$ cat src/rtl/core/gfbl_pkg.sv
// ============================================================================
// Grouped free block list package
// Shared types and fixed constants of the grouped free block list.
// ============================================================================
package gfbl_pkg;

   localparam int ID_W   = 10;    // width of a block id
   localparam int CNT_W  = 11;    // width of a block count
   localparam int TALLY_W = 12;   // width of the check tally (saturates)
   localparam int ID_SPACE = 1024;

   typedef enum logic [1:0] {
      MODE_BUILD = 2'd0,
      MODE_ALLOC = 2'd1,
      MODE_FREE  = 2'd2,
      MODE_CHECK = 2'd3
   } mode_type;

   typedef enum logic [1:0] {
      STAT_OK        = 2'd0,
      STAT_EMPTY     = 2'd1,
      STAT_BAD_FREE  = 2'd2,
      STAT_BAD_RANGE = 2'd3
   } status_type;

   typedef enum logic {
      CSR_HEAD_BLOCK = 1'b0,
      CSR_SPAN_COUNT = 1'b1
   } csr_index_type;

   typedef enum logic [4:0] {
      S_IDLE,
      S_BLD_FILL,
      S_BLD_LINK,
      S_BLD_ZERO,
      S_AL_RD,
      S_AL_EV,
      S_AL_LRD,
      S_AL_LEV,
      S_CP_RD,
      S_CP_EV,
      S_FR_RD,
      S_FR_EV,
      S_FR_HEAD,
      S_CK_RD,
      S_CK_EV,
      S_DONE
   } state_type;

   typedef struct packed {
      logic [1:0]       status;
      logic [ID_W-1:0]  allocated_id;
      logic [CNT_W-1:0] unreferenced_count;
   } result_type;

endpackage

$ cat src/rtl/core/gfbl_seq.sv
// ============================================================================
// Grouped free block list sequencer
// Walks the block store one slot at a time for every operation it does not reject.
// ============================================================================
module gfbl_seq
   import gfbl_pkg::*;
#(
   parameter int NUM_BLOCKS     = 1024,
   parameter int PTRS_PER_BLOCK = 16
) (
   input  logic                clock,
   input  logic                reset,
   input  logic                start,
   input  logic [1:0]          start_mode,
   input  logic [ID_W-1:0]     start_id,
   input  logic [ID_W-1:0]     head_block,
   input  logic [CNT_W-1:0]    span_count,
   output logic                idle,
   output logic                res_valid,
   input  logic                res_take,
   output result_type          result,
   output logic                wr_en,
   output logic [($clog2(NUM_BLOCKS > 1 ? NUM_BLOCKS : 2) +
                  $clog2(PTRS_PER_BLOCK))-1:0] wr_addr,
   output logic [ID_W-1:0]     wr_data,
   output logic [($clog2(NUM_BLOCKS > 1 ? NUM_BLOCKS : 2) +
                  $clog2(PTRS_PER_BLOCK))-1:0] rd_addr,
   input  logic [ID_W-1:0]     rd_data
);
   localparam int BLK_W  = $clog2(NUM_BLOCKS > 1 ? NUM_BLOCKS : 2);
   localparam int SLOT_W = $clog2(PTRS_PER_BLOCK);
   localparam int SEEN_W = $clog2(NUM_BLOCKS + 1);
   localparam logic [SLOT_W-1:0] LAST_SLOT = SLOT_W'(PTRS_PER_BLOCK - 1);
   localparam logic [TALLY_W-1:0] TALLY_MAX = TALLY_W'(2048);

   state_type          state_ff, state_in;
   logic [1:0]         mode_ff, mode_in;
   logic [ID_W-1:0]    id_ff, id_in;
   logic [SLOT_W-1:0]  slot_ff, slot_in;
   logic [ID_W-1:0]    cur_ff, cur_in;
   logic [ID_W-1:0]    last_ff, last_in;
   logic [ID_W-1:0]    link_ff, link_in;
   logic [ID_W-1:0]    src_ff, src_in;
   logic [ID_W-1:0]    dst_ff, dst_in;
   logic [TALLY_W-1:0] tally_ff, tally_in, tally_nx;
   logic [SEEN_W-1:0]  seen_ff, seen_in;
   result_type         res_ff, res_in;

   logic [ID_W-1:0]    rd_blk, wr_blk;
   logic [SLOT_W-1:0]  wr_slot;
   logic               wr_req;
   logic [ID_W-1:0]    data;
   logic [TALLY_W-1:0] range_end;
   logic               bad_range;

   function automatic logic blk_ok(input logic [ID_W-1:0] blk);
      return 32'(blk) < NUM_BLOCKS;
   endfunction

   assign range_end = TALLY_W'(head_block) + TALLY_W'(span_count);
   assign bad_range = (span_count == '0) || (32'(range_end) > NUM_BLOCKS) ||
                      (range_end > TALLY_W'(ID_SPACE));

   // A block beyond the store reads as all zero slots.
   assign data    = blk_ok(rd_blk) ? rd_data : '0;
   assign rd_addr = {BLK_W'(rd_blk), slot_ff};
   assign wr_addr = {BLK_W'(wr_blk), wr_slot};
   assign wr_en   = wr_req && blk_ok(wr_blk);

   always_comb begin
      unique case (state_ff)
         S_CP_RD, S_CP_EV: rd_blk = src_ff;
         S_CK_RD, S_CK_EV: rd_blk = cur_ff;
         default:          rd_blk = head_block;
      endcase
   end

   // Next state.
   always_comb begin
      state_in = state_ff;
      unique case (state_ff)
         S_IDLE: begin
            if (start) begin
               unique case (mode_type'(start_mode))
                  MODE_BUILD: state_in = bad_range ? S_DONE : S_BLD_FILL;
                  MODE_ALLOC: state_in = S_AL_RD;
                  MODE_FREE:  state_in = (start_id == '0 || !blk_ok(start_id)) ?
                                         S_DONE : S_FR_RD;
                  default:    state_in = S_CK_RD;
               endcase
            end
         end
         S_BLD_FILL: begin
            if (cur_ff == last_ff) begin
               state_in = S_BLD_ZERO;
            end else if (slot_ff == SLOT_W'(1)) begin
               state_in = S_BLD_LINK;
            end
         end
         S_BLD_LINK: state_in = (cur_ff < last_ff) ? S_BLD_FILL : S_DONE;
         S_BLD_ZERO: if (slot_ff == '0) state_in = S_DONE;
         S_AL_RD:    state_in = S_AL_EV;
         S_AL_EV: begin
            if (data != '0) begin
               state_in = S_DONE;
            end else if (slot_ff == SLOT_W'(1)) begin
               state_in = S_AL_LRD;
            end else begin
               state_in = S_AL_RD;
            end
         end
         S_AL_LRD:   state_in = S_AL_LEV;
         S_AL_LEV:   state_in = (data == '0) ? S_DONE : S_CP_RD;
         S_CP_RD:    state_in = S_CP_EV;
         S_CP_EV: begin
            if (slot_ff != LAST_SLOT) begin
               state_in = S_CP_RD;
            end else if (mode_ff == MODE_FREE) begin
               state_in = S_FR_HEAD;
            end else begin
               state_in = S_DONE;
            end
         end
         S_FR_RD:    state_in = S_FR_EV;
         S_FR_EV: begin
            if (data == '0) begin
               state_in = S_DONE;
            end else if (slot_ff == LAST_SLOT) begin
               state_in = S_CP_RD;
            end else begin
               state_in = S_FR_RD;
            end
         end
         S_FR_HEAD:  if (slot_ff == LAST_SLOT) state_in = S_DONE;
         S_CK_RD:    state_in = S_CK_EV;
         S_CK_EV: begin
            if (slot_ff != LAST_SLOT) begin
               state_in = S_CK_RD;
            end else if (link_ff != '0 && 32'(seen_ff) + 1 < NUM_BLOCKS) begin
               state_in = S_CK_RD;
            end else begin
               state_in = S_DONE;
            end
         end
         S_DONE:     if (res_take) state_in = S_IDLE;
         default:    state_in = S_IDLE;
      endcase
   end

   // Datapath and store accesses.
   always_comb begin
      mode_in  = mode_ff;
      id_in    = id_ff;
      slot_in  = slot_ff;
      cur_in   = cur_ff;
      last_in  = last_ff;
      link_in  = link_ff;
      src_in   = src_ff;
      dst_in   = dst_ff;
      tally_in = tally_ff;
      seen_in  = seen_ff;
      res_in   = res_ff;
      wr_req   = 1'b0;
      wr_blk   = head_block;
      wr_slot  = slot_ff;
      wr_data  = '0;
      tally_nx = tally_ff;
      if (data != '0 && tally_ff != TALLY_MAX) begin
         tally_nx = tally_ff + TALLY_W'(1);
      end
      unique case (state_ff)
         S_IDLE: begin
            if (start) begin
               mode_in  = start_mode;
               id_in    = start_id;
               res_in   = '0;
               cur_in   = head_block;
               last_in  = ID_W'(range_end - TALLY_W'(1));
               tally_in = '0;
               seen_in  = '0;
               unique case (mode_type'(start_mode))
                  MODE_BUILD: begin
                     slot_in = LAST_SLOT;
                     if (bad_range) res_in.status = STAT_BAD_RANGE;
                  end
                  MODE_ALLOC: slot_in = LAST_SLOT;
                  MODE_FREE: begin
                     slot_in = SLOT_W'(1);
                     if (start_id == '0 || !blk_ok(start_id)) begin
                        res_in.status = STAT_BAD_FREE;
                     end
                  end
                  default: slot_in = '0;
               endcase
            end
         end
         S_BLD_FILL: begin
            if (cur_ff != last_ff) begin
               wr_req  = 1'b1;
               wr_blk  = cur_ff;
               wr_data = last_ff;
               last_in = last_ff - ID_W'(1);
               if (slot_ff != SLOT_W'(1)) slot_in = slot_ff - SLOT_W'(1);
            end
         end
         S_BLD_LINK: begin
            wr_req  = 1'b1;
            wr_blk  = cur_ff;
            wr_slot = '0;
            if (cur_ff < last_ff) begin
               wr_data = cur_ff + ID_W'(1);
               cur_in  = cur_ff + ID_W'(1);
               slot_in = LAST_SLOT;
            end
         end
         S_BLD_ZERO: begin
            wr_req = 1'b1;
            wr_blk = cur_ff;
            if (slot_ff != '0) slot_in = slot_ff - SLOT_W'(1);
         end
         S_AL_EV: begin
            if (data != '0) begin
               res_in.allocated_id = data;
               wr_req = 1'b1;
            end else if (slot_ff == SLOT_W'(1)) begin
               slot_in = '0;
            end else begin
               slot_in = slot_ff - SLOT_W'(1);
            end
         end
         S_AL_LEV: begin
            if (data == '0) begin
               res_in.status = STAT_EMPTY;
            end else begin
               res_in.allocated_id = data;
               src_in  = data;
               dst_in  = head_block;
               slot_in = '0;
            end
         end
         S_CP_EV: begin
            wr_req  = 1'b1;
            wr_blk  = dst_ff;
            wr_data = data;
            slot_in = (slot_ff == LAST_SLOT) ? '0 : slot_ff + SLOT_W'(1);
         end
         S_FR_EV: begin
            if (data == '0) begin
               wr_req  = 1'b1;
               wr_data = id_ff;
            end else if (slot_ff == LAST_SLOT) begin
               src_in  = head_block;
               dst_in  = id_ff;
               slot_in = '0;
            end else begin
               slot_in = slot_ff + SLOT_W'(1);
            end
         end
         S_FR_HEAD: begin
            wr_req  = 1'b1;
            wr_data = (slot_ff == '0) ? id_ff : '0;
            if (slot_ff != LAST_SLOT) slot_in = slot_ff + SLOT_W'(1);
         end
         S_CK_EV: begin
            tally_in = tally_nx;
            if (slot_ff == '0) link_in = data;
            if (slot_ff != LAST_SLOT) begin
               slot_in = slot_ff + SLOT_W'(1);
            end else begin
               seen_in = seen_ff + SEEN_W'(1);
               slot_in = '0;
               cur_in  = link_ff;
               if (tally_nx >= TALLY_W'(span_count)) begin
                  res_in.unreferenced_count = '0;
               end else begin
                  res_in.unreferenced_count =
                     CNT_W'(TALLY_W'(span_count) - tally_nx);
               end
            end
         end
         default: begin
         end
      endcase
   end

   always_ff @(posedge clock) begin
      if (reset) begin
         state_ff <= S_IDLE;
      end else begin
         state_ff <= state_in;
      end
      mode_ff  <= mode_in;
      id_ff    <= id_in;
      slot_ff  <= slot_in;
      cur_ff   <= cur_in;
      last_ff  <= last_in;
      link_ff  <= link_in;
      src_ff   <= src_in;
      dst_ff   <= dst_in;
      tally_ff <= tally_in;
      seen_ff  <= seen_in;
      res_ff   <= res_in;
   end

   assign idle      = (state_ff == S_IDLE);
   assign res_valid = (state_ff == S_DONE);
   assign result    = res_ff;

   a_start_leaves_idle: assert property (@(posedge clock) disable iff (reset)
      (idle && start) |=> (state_ff != S_IDLE))
      else $error("sequencer stayed idle after a request");
   a_empty_no_id: assert property (@(posedge clock) disable iff (reset)
      (res_valid && res_ff.status == STAT_EMPTY) |-> (res_ff.allocated_id == '0))
      else $error("empty list reported with an id");
   a_unref_check_only: assert property (@(posedge clock) disable iff (reset)
      (res_valid && mode_ff != MODE_CHECK) |-> (res_ff.unreferenced_count == '0))
      else $error("unreferenced count outside check");
   a_build_order: assert property (@(posedge clock) disable iff (reset)
      (state_ff == S_BLD_FILL || state_ff == S_BLD_LINK || state_ff == S_BLD_ZERO)
      |-> (cur_ff <= last_ff))
      else $error("build walked past the end of the range");
endmodule

$ cat config.mk
export PLATFORM = sky130hd
export DESIGN_NAME = gfbl_seq
export DESIGN_NICKNAME = d
export VERILOG_FILES = /design/src/rtl/core/gfbl_pkg.sv /design/src/rtl/core/gfbl_seq.sv
export SDC_FILE = /design/constraint.sdc
export NUM_CORES = 1
export LEC_CHECK = 0
export BUFFER_PORTS_ARGS = -buffer_cell sky130_fd_sc_hd__buf_4
export CAP_MARGIN = 20
export CELL_PAD_IN_SITES_DETAIL_PLACEMENT = 0
export CELL_PAD_IN_SITES_GLOBAL_PLACEMENT = 2
export CORE_AREA = 2 2 107 212
export CTS_BUF_LIST = sky130_fd_sc_hd__clkbuf_8
export DETAILED_ROUTE_END_ITERATION = 6
export DIE_AREA = 0 0 109 214
export PLACE_DENSITY = 0.84
export SYNTH_ARGS = -nofsm -noshare
export SYNTH_HDL_FRONTEND = slang
export SYNTH_SLANG_ARGS = --single-unit
$ cat constraint.sdc
create_clock -name clock -period 4.4 [get_ports clock]
set_clock_uncertainty 0.2 [all_clocks]
set_input_delay 0.66 -clock clock [delete_from_list [all_inputs] [get_ports clock]]
set_output_delay 0.66 -clock clock [all_outputs]
set_load 0.02 [all_outputs]
==> results.ini <==
[placement]
dp_hpwl_um = 21940
routabilityCongestion = 0.8838
placed_area_um2 = 9443
dp_slack_ns = 0.006977
io_buffers = 110

[global_routing]
grt_pass1_vias = 7416
grt_start_max_net_pins = 25
antenna_found_initial = 0
grt_usage_pct = 24.44
grt-ovfl-total = 0
grt_pass1_wl_um = 41740

[finish]
drive_gt1_share_pct = 21.80
final_util_pct = 45.55
area_delta_synth_final_pct = 21.51
post-route-cell-area_um2 = 9833
diodes = 0
final_nets = 1085
fillerInstances = 2184

[cts]
numCtsBuffers = 17
ctsHoldBuffers = 0
postCtsResizedCells = 0
clk_latency_ns = 0.47
clk_pin_slew_worst_paths_ns = 0.07
cts_tree = yes
cts-root-buf = clkbuf_8
post_cts.repair.setup_buffers = 0
ctsLongestPathBuffers = 2
cts.sinks = 116
htreeDepth = 4

[timing]
slew_violations = 0
post-route-period-util_pct = 92.12
finalCriticalPeriod_ns = 4.053
max_clock_freq_ghz = 0.2467
whs_ns = 0.1765
rsz0062_at_grt = no
tightest_slew_ns = 0.8520
setup_tns_ns = 0
relSlewSlack_pct = 43.20
setup-violations-final = 0
hold_violations = 0
setup_ws_ns = 0.3466

[logic_synthesis]
synth-edff-count = 112
synthCells = 851
avgSynthCellArea_um2 = 9.510
ys.flop_type = edfxtp_1
synth_cell_types = 65
synth_xor_area_share_pct = 5.411
syn-num-nets = 949
synth_top_area_share_pct = 41.56
ys_warn_count = 0
synth-seq-cells = 116
synth.area.mux_share_pct = 3.015
synth_compound_area_share_pct = 17.22
synth_area_um2 = 8093
synth_simple_gate_area_share_pct = 18.14
synth_top_family_by_area = simple AND/OR/NAND/NOR gates
synthTopCellsByArea = edfxtp_1, ha_1, nand2_1
synth_top_area_cell = edfxtp_1
synth-async-reset-ratio_pct = 0
synth_fa_ha_area_share_pct = 8.071
ys_seq_area_share_pct = 42.55

[worst_hold_path]
hp-class = in -> reg
hp-start = start_id[2]

[power_and_ir_drop]
p_leak_uw = 0.004122
irDropWorstVdd_v = 0.0002210
power.density_nw_per_um2 = 639.6

[die]
die_h_um = 214
row_count = 76
initial_core_util_pct = 37.49
die_w_um = 109
die_area_um2 = 23330
ios = 111
core_um2 = 21590

[critical_path]
crit_start = tally_ff[2]
critPathMaxFanout = 11
worstPathArrival_ns = 4.04
crit_type = reg -> reg
cp.required_ns = 4.38
critical_path.endpoint_type = register
timing.rr.start = tally_ff[2]
start_kind = register

[route]
first_iter_violations = 505
via_count = 7272
antenna_left = 0
wirelength_um = 27830
drc_errors = 0
drt_pass1_iterations = 6
via_per_inst = 5.712
routedWlPerCell_um = 21.86

[outcome]
status = finished clean

[flow_run]
maxCapViolations = 0

==> cells in the final DEF (no fill, tap or decap), types with 12 or more instances in the layout <==
cell type / n
buf_4: 156
inv_1: 78
nor2_1: 69
a222oi_1: 20
xor2_1: 20
edfxtp_1: 112
a211oi_1: 19
xnor2_1: 30
a22oi_1: 12
nand3_1: 25
clkbuf_8: 17
and3_1: 20
ha_1: 49
nand2b_1: 12
nor3_1: 17
a21o_1: 13
o21ai_0: 30
nor4_1: 14
a21oi_1: 39
nand2_1: 88
mux2_2: 19
==> layer usage <==
metal  track usage (%)  wire length [um]  up-vias  share of wire, %
met4             13.76              1622        0               5.8
met2             46.67             15730      262                57
met1             23.68              9138     3524                33
li1                  -                 -     3407                 -
met3             3.926              1337       79               4.8
met5                 0                 0        -                 0
==> layout make-up <==
| class | count | area (um2) | share of cell area, % |
|---|---|---|---|
| Timing Repair Buffer | 156 | 1171 | 11.91 |
| Sequential cell | 116 | 3443 | 35.02 |
| Clock inverter | 15 | 141.4 | 1.438 |
| Tap cell | 273 | 341.6 | 3.474 |
| Inverter | 77 | 289.0 | 2.939 |
| Multi-Input combinational cell | 619 | 4213 | 42.84 |
| Clock buffer | 17 | 234.0 | 2.379 |
==> path summary, 6_finish.rpt <==
| kind | endpoint | slack, ns | depth (start not counted) |
|---|---|---|---|
| min reg2reg | dst_ff[7] | 0.39 | 1 |
| max | result[5] | 0.35 | 14 |
| min | id_ff[2] | 0.18 | 1 |
| max reg2reg | result[5] | 0.35 | 14 |
==> state kept, by name (all words and copies together), names as in the netlist <==
register / cells
id_ff: 10
state_ff: 4
link_ff: 10
mode_ff: 2
tally_ff: 12
seen_ff: 11
dst_ff: 10
slot_ff: 4
result: 23
cur_ff: 10
last_ff: 10
src_ff: 10
==> where the power goes <==
part / switching, uW / internal, uW / leakage (uW)
Combinational: 2070 / 1300 / 0.00285
Clock: 483 / 494 / 0.000182
Sequential: 308 / 1630 / 0.00109
==> logic make-up (layout without fill, tap and decap cells) <==
kind of cell,Yosys count,count (layout)
flops,116,116
compound gates,199,199
xor+xnor,50,50
buf+inv,116,265
fa+ha+maj,51,51
mux,22,22
simple gates,297,297
==> synth_stat cells (all sizes together), types with 7 or more instances <==
master / instances
edfxtp: 112
a22oi: 12
nand3: 26
a21oi: 39
buf: 13
mux2: 19
and3: 20
xor2: 20
nor4: 14
nor2: 70
a21o: 13
nand2: 89
nand2b: 12
o21ai: 42
clkbuf: 26
ha: 49
a221o: 10
nor2b: 7
nor3: 20
a211oi: 19
xnor2: 30
nand4: 9
or3: 8
and2: 7
inv: 77
a222oi: 20
o21a: 8
==> worst max-delay path, stage by stage (launching register included) <==
cell      delay, ns
edfxtp_1       0.49
nor4_1         0.30
nand4_1        0.14
o41ai_2        0.36
buf_4          0.19
mux2i_1        0.39
inv_1          0.08
ha_1           0.30
a21o_1         0.12
a21o_1         0.10
a21oi_1        0.06
nor2_1         0.10
o21ai_0        0.08
a21oi_1        0.67
a211oi_1       0.18
==> metrics by stage <==
step | power [uW] | std cells
2_1_floorplan | 3954 | 851
3_3_place_gp | 5296 | 1240
3_5_place_dp | 5316 | 1240
4_1_cts | 6305 | 1272
5_1_grt | 6691 | 1273
6_report | 6289 | 1273
No activity file was read; power rests on OpenSTA's default activity.
